`src/rtl/lru_recency_list_top_macros.svh`:
```
// Assertion macros used by the LRU recency list datapath.
`ifndef LRU_RECENCY_LIST_TOP_MACROS_SVH
`define LRU_RECENCY_LIST_TOP_MACROS_SVH
`ifndef NO_ASSERTIONS
`define LRL_ASSERT_NOW(label, clk, rst_n, ante, cons) \
  label: assert property (@(posedge clk) disable iff (!rst_n) (ante) |-> (cons)) \
    else $error("lru recency list check failed");
`define LRL_ASSERT_NEXT(label, clk, rst_n, ante, cons) \
  label: assert property (@(posedge clk) disable iff (!rst_n) (ante) |=> (cons)) \
    else $error("lru recency list check failed");
`else
`define LRL_ASSERT_NOW(label, clk, rst_n, ante, cons)
`define LRL_ASSERT_NEXT(label, clk, rst_n, ante, cons)
`endif
`endif

```
`src/rtl/lrl_pkg.sv`:
```
// Shared widths and controller-to-datapath command type of the LRU recency list.
package lrl_pkg;

  localparam int KEY_W = 32;
  localparam int CAP_W = 5;
  localparam int OCC_W = 5;
  localparam logic [CAP_W-1:0] CAP_RESET = 5'd10;

  typedef struct packed {
    logic step;
    logic cfg_load;
  } cmd_t;

endpackage

```
`src/rtl/lrl_ctrl.sv`:
```
// Controller of the LRU recency list: input and output handshakes and the result register state.
module lrl_ctrl (
  input  logic          clk,
  input  logic          rst_n,
  input  logic          in_valid,
  output logic          in_stall,
  output logic          out_valid,
  input  logic          out_stall,
  input  logic          cfg_wr_en,
  output lrl_pkg::cmd_t cmd
);

  localparam logic ST_EMPTY = 1'b0;
  localparam logic ST_HOLD  = 1'b1;

  logic state_r;
  logic state_nxt;
  logic hold_busy;

  assign hold_busy    = (state_r == ST_HOLD) && out_stall;
  assign in_stall     = !rst_n || hold_busy;
  assign out_valid    = (state_r == ST_HOLD);
  assign cmd.step     = in_valid && !in_stall;
  assign cmd.cfg_load = cfg_wr_en;

  always_comb begin
    state_nxt = state_r;
    unique case (state_r)
      ST_EMPTY: begin
        if (cmd.step) begin
          state_nxt = ST_HOLD;
        end
      end
      ST_HOLD: begin
        if (cmd.step) begin
          state_nxt = ST_HOLD;
        end else if (!out_stall) begin
          state_nxt = ST_EMPTY;
        end
      end
      default: state_nxt = ST_EMPTY;
    endcase
  end

  always_ff @(posedge clk) begin
    if (!rst_n) begin
      state_r <= ST_EMPTY;
    end else begin
      state_r <= state_nxt;
    end
  end

endmodule

```
`src/rtl/lrl_dpath.sv`:
```
// Datapath of the LRU recency list: key shift chain, parallel match, count and result registers.
`include "lru_recency_list_top_macros.svh"
module lrl_dpath #(
  parameter int MAX_ENTRIES = 16
) (
  input  logic                              clk,
  input  logic                              rst_n,
  input  lrl_pkg::cmd_t                     cmd,
  input  logic [lrl_pkg::CAP_W-1:0]         cfg_wr_data,
  input  logic signed [lrl_pkg::KEY_W-1:0]  in_access_key,
  output logic                              out_hit,
  output logic                              out_evicted,
  output logic signed [lrl_pkg::KEY_W-1:0]  out_evicted_key,
  output logic [lrl_pkg::OCC_W-1:0]         out_occupancy
);

  localparam int CW = $clog2(MAX_ENTRIES + 1);
  localparam int IW = $clog2(MAX_ENTRIES);
  localparam int EW = (CW > lrl_pkg::CAP_W) ? CW : lrl_pkg::CAP_W;

  function automatic logic [CW-1:0] eff_cap(input logic [lrl_pkg::CAP_W-1:0] c);
    logic [EW-1:0] cx;
    logic [CW-1:0] r;
    cx = EW'(c);
    if (c == '0) begin
      r = CW'(1);
    end else if (cx > EW'(MAX_ENTRIES)) begin
      r = CW'(MAX_ENTRIES);
    end else begin
      r = CW'(cx);
    end
    return r;
  endfunction

  logic [lrl_pkg::KEY_W-1:0] entries_r [MAX_ENTRIES];
  logic [CW-1:0]             count_r;
  logic [CW-1:0]             count_nxt;
  logic [lrl_pkg::CAP_W-1:0] cap_r;
  logic [CW-1:0]             cap_eff;
  logic [CW-1:0]             cfg_cap_eff;
  logic [lrl_pkg::KEY_W-1:0] key_u;
  logic [MAX_ENTRIES-1:0]    match;
  logic [MAX_ENTRIES-1:0]    seen;
  logic [MAX_ENTRIES-1:0]    shift_en;
  logic                      hit;
  logic                      full;
  logic                      evict;
  logic [CW-1:0]             cnt_dec;
  logic [CW-1:0]             upto;
  logic [IW-1:0]             ev_idx;
  logic                      hit_r;
  logic                      evicted_r;
  logic [lrl_pkg::KEY_W-1:0] ev_key_r;
  logic [lrl_pkg::OCC_W-1:0] occ_r;

  assign key_u       = $unsigned(in_access_key);
  assign cap_eff     = eff_cap(cap_r);
  assign cfg_cap_eff = eff_cap(cfg_wr_data);
  assign full        = (count_r >= cap_eff);
  assign cnt_dec     = count_r - CW'(1);
  assign ev_idx      = cnt_dec[IW-1:0];
  assign upto        = full ? cnt_dec : count_r;
  assign hit         = |match;
  assign evict       = !hit && full;

  always_comb begin
    for (int i = 0; i < MAX_ENTRIES; i++) begin
      match[i] = (CW'(i) < count_r) && (entries_r[i] == key_u);
    end
    seen[0] = 1'b0;
    for (int i = 1; i < MAX_ENTRIES; i++) begin
      seen[i] = seen[i-1] | match[i-1];
    end
    shift_en[0] = 1'b0;
    for (int i = 1; i < MAX_ENTRIES; i++) begin
      shift_en[i] = hit ? !seen[i] : (CW'(i) <= upto);
    end
  end

  always_comb begin
    count_nxt = count_r;
    if (cmd.cfg_load && (count_r > cfg_cap_eff)) begin
      count_nxt = cfg_cap_eff;
    end else if (cmd.step && !hit && !full) begin
      count_nxt = count_r + CW'(1);
    end
  end

  always_ff @(posedge clk) begin
    if (!rst_n) begin
      count_r <= '0;
      cap_r   <= lrl_pkg::CAP_RESET;
    end else begin
      count_r <= count_nxt;
      if (cmd.cfg_load) begin
        cap_r <= cfg_wr_data;
      end
    end
  end

  always_ff @(posedge clk) begin
    if (cmd.step) begin
      entries_r[0] <= key_u;
      for (int i = 1; i < MAX_ENTRIES; i++) begin
        if (shift_en[i]) begin
          entries_r[i] <= entries_r[i-1];
        end
      end
      hit_r     <= hit;
      evicted_r <= evict;
      ev_key_r  <= evict ? entries_r[ev_idx] : '0;
      occ_r     <= lrl_pkg::OCC_W'(count_nxt);
    end
  end

  assign out_hit         = hit_r;
  assign out_evicted     = evicted_r;
  assign out_evicted_key = $signed(ev_key_r);
  assign out_occupancy   = occ_r;

  `LRL_ASSERT_NOW(a_count_in_cap, clk, rst_n, 1'b1, count_r <= cap_eff)
  `LRL_ASSERT_NEXT(a_front_key, clk, rst_n, cmd.step, entries_r[0] == $past(key_u))
  `LRL_ASSERT_NEXT(a_evict_count, clk, rst_n, cmd.step && evict, count_r == $past(count_r) && evicted_r)
  `LRL_ASSERT_NEXT(a_hit_no_evict, clk, rst_n, cmd.step, !(hit_r && evicted_r))

endmodule

```
`src/rtl/lru_recency_list_top.sv`:
```
// Top level of the LRU recency list: controller and datapath.
//
//   channel   direction  handshake            payload
//   in_       input      in_valid / in_stall    in_access_key
//   out_      output     out_valid / out_stall  out_hit, out_evicted, out_evicted_key,
//                                               out_occupancy
//   cfg_      input      cfg_wr_en              cfg_wr_data (capacity)
//
// A word is looked up, reordered and registered in the cycle it is accepted; the
// result word appears on the output register in the next cycle, so one word per cycle
// is taken while results drain. The parallel match over all entries and the one-place
// shift of the key chain are done in that cycle. Reset clears the entry count and sets
// capacity to ten; no clearing pass is needed. A stalled result blocks further input.
module lru_recency_list_top #(
  parameter int MAX_ENTRIES = 16
) (
  input  logic                              clk,
  input  logic                              rst_n,
  input  logic                              in_valid,
  output logic                              in_stall,
  input  logic signed [lrl_pkg::KEY_W-1:0]  in_access_key,
  output logic                              out_valid,
  input  logic                              out_stall,
  output logic                              out_hit,
  output logic                              out_evicted,
  output logic signed [lrl_pkg::KEY_W-1:0]  out_evicted_key,
  output logic [lrl_pkg::OCC_W-1:0]         out_occupancy,
  input  logic                              cfg_wr_en,
  input  logic [lrl_pkg::CAP_W-1:0]         cfg_wr_data
);

  lrl_pkg::cmd_t cmd;

  lrl_ctrl u_ctrl (
    .clk       (clk),
    .rst_n     (rst_n),
    .in_valid  (in_valid),
    .in_stall  (in_stall),
    .out_valid (out_valid),
    .out_stall (out_stall),
    .cfg_wr_en (cfg_wr_en),
    .cmd       (cmd)
  );

  lrl_dpath #(
    .MAX_ENTRIES (MAX_ENTRIES)
  ) u_dpath (
    .clk             (clk),
    .rst_n           (rst_n),
    .cmd             (cmd),
    .cfg_wr_data     (cfg_wr_data),
    .in_access_key   (in_access_key),
    .out_hit         (out_hit),
    .out_evicted     (out_evicted),
    .out_evicted_key (out_evicted_key),
    .out_occupancy   (out_occupancy)
  );

endmodule
```
`config.mk`:
```
export PLATFORM = sky130hd
export DESIGN_NAME = lru_recency_list_top
export DESIGN_NICKNAME = d
export VERILOG_FILES = /design/src/rtl/lrl_pkg.sv /design/src/rtl/lrl_ctrl.sv /design/src/rtl/lrl_dpath.sv /design/src/rtl/lru_recency_list_top.sv
export VERILOG_INCLUDE_DIRS = /design/src /design/src/rtl
export SDC_FILE = /design/constraint.sdc
export NUM_CORES = 1
export LEC_CHECK = 0
export BUFFER_PORTS_ARGS = -buffer_cell sky130_fd_sc_hd__buf_2
export CAP_MARGIN = 40
export CORE_MARGIN = 1.5
export CORE_UTILIZATION = 45
export CTS_CLUSTER_SIZE = 20
export DETAILED_ROUTE_END_ITERATION = 10
export PLACE_DENSITY = 0.68
export SETUP_SLACK_MARGIN = 0.1
export SYNTH_ARGS = -nofsm -noshare
export SYNTH_HDL_FRONTEND = slang
export SYNTH_SLANG_ARGS = --single-unit
```
`constraint.sdc`:
```
create_clock -name clk -period 10.5 [get_ports clk]
set_input_delay 1.575 -clock clk [delete_from_list [all_inputs] [get_ports clk]]
set_output_delay 1.575 -clock clk [all_outputs]
set_load 0.02 [all_outputs]
```
* Word level (Yosys, flattened, before mapping)
Memory sizes are Yosys's and may differ from the RTL's. A register that Yosys moved wholly into a read port is not among the register bits.
Index checks and enable logic that the tools add are counted.
** Operators by class
- Eq/ne operators :: 16
- Reduce and logical (&&, ||, !) cells :: 46
- Mux-type cells :: 72
- Bitwise gates (word level) :: 15
- Magnitude comparators :: 35
- Add/subtract/negate cells :: 2
** Operators by type and width (number)
- 32-bit equality test :: 16
- 1-bit 2-to-1 mux :: 64
- 4-bit by 5-bit <= comparator with 1-bit output (first input constant) :: 8
- 4-bit by 5-bit less-than comparator with 1-bit output (first input constant) :: 8
- 5-bit 2-to-1 mux :: 7
- 1-bit logical AND :: 22
- 3-bit by 5-bit <= comparator with 1-bit output (first input constant) :: 4
- 1-bit zero test :: 20
- 3-bit by 5-bit less-than comparator with 1-bit output (first input constant) :: 4
- 16-bit OR reduction :: 1
- 1-bit OR :: 14
- 5-bit greater-than comparator (second input constant) :: 2
- 2-bit by 5-bit <= comparator with 1-bit output (first input constant) :: 2
- 5-bit zero test :: 2
- 1-bit by 5-bit less-than comparator with 1-bit output (first input constant) :: 2
- 2-bit by 5-bit less-than comparator with 1-bit output (first input constant) :: 2
- 5-bit by 1-bit adder with 5-bit output (second input constant) :: 1
- 5-bit >= comparator :: 1
- 5-bit greater-than comparator :: 1
- 1-bit by 5-bit <= comparator with 1-bit output (first input constant) :: 1
- 5-bit by 1-bit subtractor with 5-bit output (second input constant) :: 1
- 1-bit one-hot mux with 2 select lines :: 1
- 1-bit logical OR :: 1
- 1-bit NOT :: 1
** Word-level totals
- Input bits :: 42
- Memory bits (writable) :: 512
- Memories kept :: 1
- Output and inout bits :: 41
- Logic and storage cells :: 193
- Bits in registers :: 18
** Memory list
- u_dpath.entries_r :: depth 16, width 32, rd ports 17, clocked after Yosys merged registers in 1, write ports 16, line lrl_dpath.sv:35 : logic [lrl_pkg::KEY_W-1:0] entries_r [MAX_ENTRIES];

* Logic depth before layout (Yosys ltp)
Gate-level depths: netlist (run 1).
An unclocked memory read counts as a cell.
- Depth after elaboration :: 22
- Depth in mapped cells :: 14
- Mapped depth without buffers :: 13

* Hierarchy
From an unflattened synthesis (run 1), not the netlist that was laid out.
** Second synthesis, totals
- Cell total of the unflattened synthesis :: 1827
- Area total of the unflattened synthesis :: 28298.4 um^2
** By module, submodules not included
- lrl_dpath :: area an instance 28245.8 um^2, sequential area each 16746.1 um^2, instances 1, cells each 1820
- lrl_ctrl :: area an instance 52.6 um^2, sequential area each 20.0 um^2, instances 1, cells each 7

* Worst setup path after synthesis (run 1)
Ideal clock, no wire load.
- Path type :: input-to-reg
- Start :: input in_access_key[11] in the netlist's numbering
- End :: memory u_dpath.entries_r[4][0] in the netlist's numbering (enable)
- Setup time :: 0.470 ns
- Arrival :: 6.151 ns
- Cell stages on the path :: 11
- Required time :: 10.030 ns
- Setup slack :: 3.879 ns
- Path buffers :: 2
- Cell sequence :: buf_4 -> xor2_1 -> or2_0 -> or4b_1 -> or4_1 -> and3_1 -> nand4_1 -> nor4b_2 -> and2_1 -> buf_2 -> a211oi_1
** RTL lines
- start: declaration :: line lru_recency_list_top.sv:21 : input logic signed [lrl_pkg::KEY_W-1:0] in_access_key,
- end: declaration :: line lrl_dpath.sv:35

==> flow_summary.ini, run 1 <==
[synth]
syn_inst = 1957
yosys_most_used_dff = edfxtp_1
ys_warn_count = 0
ys_ff_latch = 562
synth.distinct_cells = 66
synthArstFlopShare_pct = 0
netlist_top_cells_count = edfxtp_1, xor2_1, xnor2_1
synth_nets = 2012
syn_area_per_cell_sq_um = 15.0
synth_area_leaders = edfxtp_1, mux4_2, xor2_1
synth_edf_count = 551
synth_top_area_share_pct = 56.2
syn_area_sq_mm = 0.0294
ys_seq_area_share_pct = 56.9
yosysMostFrequentCell = edfxtp_1
yosysTopAreaCell = edfxtp_1

[setup_path]
arrival_ns = 6.00
crit_chain = buf_2, xor2_1, nor4_1, nand3_1, or4_1, and3_1, nand4_1, nor4b_2, buf_4, and2_1, a211oi_4, buf_4
cp-end-kind = register
reg2reg_to = u_dpath.entries_r[6][5]$_DFFE_PP_
critical-path-slowest-cell = a211oi_4
rr_worst_depth = 11
r2r_setup_slack_ns = 5.37
path_class = in2reg
cp_common_cell = buf_4
crit_required_ns = 10.82
critPathMaxStageDelay_ns = 0.72
r2r_start = u_dpath.count_r[4]$_SDFF_PN0_
cp-start-kind = input pin
critPathMaxFanout = 21

[hold_path]
hold_class = reg2reg
hold_end = u_dpath.entries_r[8][29]$_DFFE_PP_
worstHoldStart = u_dpath.entries_r[7][29]$_DFFE_PP_
hold_depth = 0

[routing]
drc = 0
wl_per_cell_um = 38.1
detailroute.via_count = 18990
vias_per_cell = 6.45
drtAntennaViolNets = 0
dr.pass1.iters = 7
wl_mm = 112
drtIter0Drc = 2289

[power]
power_density_mw_per_mm2 = 301
ir_worst_vdd_v = 0.000194
p_leak_uw = 0.0104

[timing]
maxClockFrequency_mhz = 176
final_max_slew_viol_count = 0
rsz0062_at_grt = false
worstMarginPinSlew_ns = 0.933
hold_viol = 0
slew_headroom_pct = 37.4
fin_crit_sh_pct = 54.0
fin_setup_tns_ns = 0
clock_skew_ns = 0.0285
finalWorstSetupSlack_ns = 4.83
setup_violations = 0
period_needed_ns = 5.67

[grt]
grt_use_met1_pct = 40.2
grtUsageMet3_pct = 5.31
busiest_layer = met2
grt_pass1_vias = 19002
use_met2_pct = 55.3
grt_pass1_wl_mm = 153
grt_start_max_net_pins = 50
grt_antenna_before_repair = 9
overflow = 0
grt_usage_pct = 33.7

[floorplanning]
core_sq_mm = 0.0646
dieArea_sq_mm = 0.0670
fp-row-count = 93
die_h_um = 259
io_pins = 83
initial_core_util_pct = 45.6
die_w_um = 259

[place]
pre_cts_slack_ns = 4.20
dp_hpwl_mm = 87.6
dpl-instance-area_sq_mm = 0.0307
portBuffers = 82
gp_congestion = 1.09

[cts]
postCtsSetupRepairBufs = 0
clock_latency_ns = 0.67
clockBufferDepth = 3
cts_sinks = 562
ctsHoldBuffers = 0
ctsHtreeMaxLevel = 2
clk_pin_slew_worst_paths_ns = 0.07
cts_tree = built
cts_resized = 0
cts_buffers = 61
root_buffer = clkbuf_16

[cells_and_area]
postLayoutCoreUtil_pct = 50.7
drive_gt1_share_pct = 19.8
area_growth_pct = 11.1
design_area_sq_mm = 0.0327
fin_nets = 2090

[run_status]
status = completed

[run]
maxCapViolations = 0
where the power goes:
| group | internal [uW] | leakage, uW | total, uW | switching [uW] |
|---|---|---|---|---|
| clock | 1280 | 0.000997 | 2220 | 937 |
| combinational | 1590 | 0.00423 | 4040 | 2460 |
| sequential | 3140 | 0.00514 | 3580 | 443 |
how the worst max path moves through the flow:
| stage | from | endpoint | slack (ns) | depth (start not counted) |
|---|---|---|---|---|
| after CTS | in_access_key[4] | u_dpath.entries_r[6][5]$_DFFE_PP_ | 4.87 | 12 |
| after global placement | in_access_key[4] | u_dpath.entries_r[6][19]$_DFFE_PP_ | 4.14 | 12 |
| after detailed placement | in_access_key[4] | u_dpath.entries_r[6][19]$_DFFE_PP_ | 4.20 | 12 |
| final | in_access_key[4] | u_dpath.entries_r[6][5]$_DFFE_PP_ | 4.83 | 12 |
| after floorplan | in_access_key[11] | u_dpath.entries_r[4][0]$_DFFE_PP_ | 3.88 | 11 |
| after global routing | in_access_key[4] | u_dpath.entries_r[6][5]$_DFFE_PP_ | 4.78 | 12 |
kinds of logic (layout without fill, tap and decap cells):
logic type	count (synthesis)	in the layout	synth area share (%)
AO/OA/AOI/OAI	66	66	1.49
XOR/XNOR	523	523	15.6
adder cells (fa/ha/maj)	13	13	0.552
buffers and inverters	123	252	3.12
flip-flops	562	562	56.9
multiplexers	166	166	12.4
other	0	3	0
AND/OR/NAND/NOR	504	504	9.87
registers in the layout, summed over array words and instances, names as in the netlist:
| name | flops |
|---|---|
| u_dpath.out_evicted_key | 32 |
| u_dpath.cap_r | 5 |
| u_dpath.count_r | 5 |
| u_dpath.out_hit | 1 |
| u_dpath.out_evicted | 1 |
| u_dpath.entries_r | 512 |
| u_ctrl.out_valid | 1 |
| u_dpath.out_occupancy | 5 |
area by class of cell:
| cell class | count | area (sq um) |
|---|---|---|
| fill | 5413 | 31900 |
| sequential | 562 | 16800 |
| multi-input combinational | 1272 | 12000 |
| clock buffer | 73 | 1570 |
| tap | 855 | 1070 |
| timing repair buffer | 127 | 850 |
| clock inverter | 41 | 445 |
| inverter | 11 | 42.5 |
| antenna | 3 | 7.51 |
per-stage QoR:
stage | hold WS [ns] | total power [uW] | cells
final | 0.475 | 9850 | 2944
after global routing | 0.480 | 10100 | 2941
after CTS | 0.462 | 9780 | 2939
after detailed placement | 0.478 | 7570 | 2825
after global placement | 0.471 | 7500 | 2816
after floorplan | 0.461 | 5870 | 1957
placed cells by master (no fill, tap or decap), drive strengths merged, types with 54 or more instances in the layout:
| cell | Yosys | final |
|---|---|---|
| xor2 | 318 | 318 |
| nor4 | 125 | 125 |
| nor2 | 54 | 54 |
| xnor2 | 205 | 205 |
| mux4 | 160 | 160 |
| edfxtp | 551 | 551 |
| clkbuf | 33 | 75 |
| nand2 | 54 | 54 |
| nand4 | 106 | 106 |
| buf | 79 | 125 |
worst max-delay path: cells and delay by family:
kind,cells,cell delay [ns]
AND/OR/NAND/NOR,7,2.10
buffers and inverters,3,1.19
AO/OA/AOI/OAI,1,0.72
XOR/XNOR,1,0.32
per-layer routing:
layer | vias up | share of wire [%] | routed length, um
li1 | 7782 | - | -
met1 | 9857 | 36 | 40600
met2 | 1077 | 49 | 54400
met3 | 274 | 6.7 | 7460
met4 | 0 | 8.6 | 9640
met5 | - | 0 | 0
Note: power is estimated with default switching activity, not from simulation.
==> run 2, diff against run 1 <==
Settings changed: PLACE_DENSITY 0.68 to 0.7.
Clock period 10.5 ns to 5.17 ns, I/O delays scaled along.
==> run 2 against run 1 <==
  * Combinational power increased by 110%
  * Die area unchanged
  * First-iteration DRC count increased by 36%
  * Non-clock buffer count increased by 41
  * Critical path type unchanged
  * Worst setup slack got worse by 4.0 ns
  * Core utilization increased by 0.84 points
  * Total power increased by 110%
==> flow_summary.ini, run 2 (synthesis results as in run 1) <==
[run_status]
status = completed

[timing]
rsz0062_at_grt = false
clock_skew_ns = 0.0225
maxClockFrequency_mhz = 231
hold_viol = 0
final_max_slew_viol_count = 0
setup_violations = 0
hold_ws_ns = 0.404
period_needed_ns = 4.33
fin_crit_sh_pct = 83.8
worstMarginPinSlew_ns = 1.04
slew_headroom_pct = 30.7

[power]
switchingPower_uw = 8090
p_leak_uw = 0.0106
pwr-share-seq_pct = 35.6
sw_frac_of_total_pct = 39.4
ir_worst_vdd_v = 0.000645
pwr-share-clk_pct = 23.0
combPwrFrac_pct = 41.4
power.total_uw = 20600
power.internal_uw = 12500
power_density_mw_per_mm2 = 618

[cts]
ctsHtreeMaxLevel = 3
clk_pin_slew_worst_paths_ns = 0.06
postCtsSetupRepairBufs = 0
cts_buffers = 66
cts_tree = built
cts_resized = 0
clockBufferDepth = 3
ctsHoldBuffers = 0
root_buffer = clkbuf_16
clock_latency_ns = 0.62
cts_sinks = 562

[setup_path]
critPathMaxFanout = 32
crit_cells = 12
rr_worst_depth = 14
cp-end-kind = register
critical-path-slowest-cell = xor2_1
cp_num_buf_inv = 3
reg2reg_to = u_dpath.entries_r[14][1]$_DFFE_PP_
crit_chain = buf_2, buf_4, xor2_1, nor4_1, nand4_1, nor3_1, or3_1, nor2_1, nand3_1, nor2b_1, a21boi_4, buf_12
path_delay_family = simple AND/OR/NAND/NOR gates
cp-start-kind = input pin
path_class = in2reg
critPathMaxStageDelay_ns = 0.81
r2r_start = u_dpath.count_r[1]$_SDFF_PN0_
startpoint = in_access_key[22]
arrival_ns = 4.63
crit_required_ns = 5.47
r2r_setup_slack_ns = 0.85
cp-endpoint = u_dpath.entries_r[14][1]$_DFFE_PP_

[grt]
overflow = 0
grtUsageMet3_pct = 8.19
use_met2_pct = 53.2
grt_pass1_wl_mm = 158
grt_usage_pct = 34.8
grt_use_met1_pct = 43.7
busiest_layer = met2
grt_pass1_vias = 19599
grt_antenna_before_repair = 10
grt_start_max_net_pins = 104

[routing]
drc = 0
drtIter0Drc = 3105
vias_per_cell = 6.67
detailroute.via_count = 19951
dr.pass1.iters = 8
drtAntennaViolNets = 0
wl_per_cell_um = 38.7
wl_mm = 116

[place]
gp_congestion = 1.16
portBuffers = 82
dp_hpwl_mm = 89.1

[floorplanning]
dieArea_sq_mm = 0.0670
core_sq_mm = 0.0646
fp-row-count = 93
initial_core_util_pct = 45.6
die_w_um = 259
io_pins = 83
die_h_um = 259

[cells_and_area]
area_growth_pct = 12.9
fill_cells = 5368
mostFrequentLayoutCell = edfxtp_1
largest_reg_flops = 512
fin_nets = 2136
layout_common_cells = edfxtp_1, xor2_1, xnor2_1
drive_gt1_share_pct = 21.5
multi_input_area_sq_mm = 0.0120
final-seq-area_sq_mm = 0.0168
largest_register = u_dpath.entries_r

[hold_path]
hold_depth = 3
hold_class = in2reg

[run]
maxCapViolations = 0
[run 2: cell type report]
cell class | instances | area share (%)
flip-flops and latches | 562 | 50.4
well taps | 855 | 3.22
repair buffers | 168 | 3.80
clock inverters | 35 | 1.08
diodes | 5 | 0.0376
inverters | 11 | 0.128
clock buffers | 83 | 5.35
multi-input cells | 1272 | 36.0
[run 2: worst register-to-register path, stage by stage (launching register included)]
cell and delay, ns:
dfxtp_1 0.37, buf_4 0.22, nor2_1 0.37, o21ai_0 0.23, buf_2 0.24, nand4_1 0.12, nor3_1 0.10, nor4_1 0.38
buf_4 0.22, and4_1 0.31, buf_4 0.17, nand3_1 0.26, nor2b_1 0.46, a21boi_4 0.28, buf_12 0.25
[run 2: worst min-delay path by stage]
| stage | from | to | slack [ns] |
|---|---|---|---|
| CTS | in_valid | u_ctrl.out_valid$_SDFF_PN0_ | 0.39 |
| detailed placement | u_dpath.entries_r[5][1]$_DFFE_PP_ | u_dpath.entries_r[6][1]$_DFFE_PP_ | 0.48 |
| global route | in_valid | u_ctrl.out_valid$_SDFF_PN0_ | 0.42 |
| global placement | u_dpath.entries_r[1][11]$_DFFE_PP_ | u_dpath.entries_r[2][11]$_DFFE_PP_ | 0.47 |
| finish | in_valid | u_ctrl.out_valid$_SDFF_PN0_ | 0.40 |
| floorplan | u_dpath.cap_r[0]$_SDFFE_PN0P_ | u_dpath.cap_r[0]$_SDFFE_PN0P_ | 0.46 |
[run 2: routing by layer]
layer	vias to the layer above	share of wire, %
met5	-	0.0069
li1	7861	-
met2	1540	45
met4	2	8.5
met3	329	11
met1	10219	35
[run 2: through the flow]
step	area [sq um]	TNS [ns]	setup slack (ns)	cells	util, %
2_1_floorplan	29500	-49.78	-0.786	1957	-
3_3_place_gp	31100	0	0.296	2865	48.1
3_5_place_dp	31100	0	0.409	2868	48.2
4_1_cts	33200	0	1.06	2986	51.5
5_1_grt	33300	0	0.833	2988	51.5
6_report	33300	0	0.837	2991	51.5
[run 2: power groups by stage]
stage               Sequential [uW]  Combinational [uW]  Clock (uW)
floorplan                      7050                4870           0
global placement               7300                8300           0
detailed placement             7350                8300           0
CTS                            7270                8350        4760
global route                   7380                8710        4930
finish                         7320                8510        4730
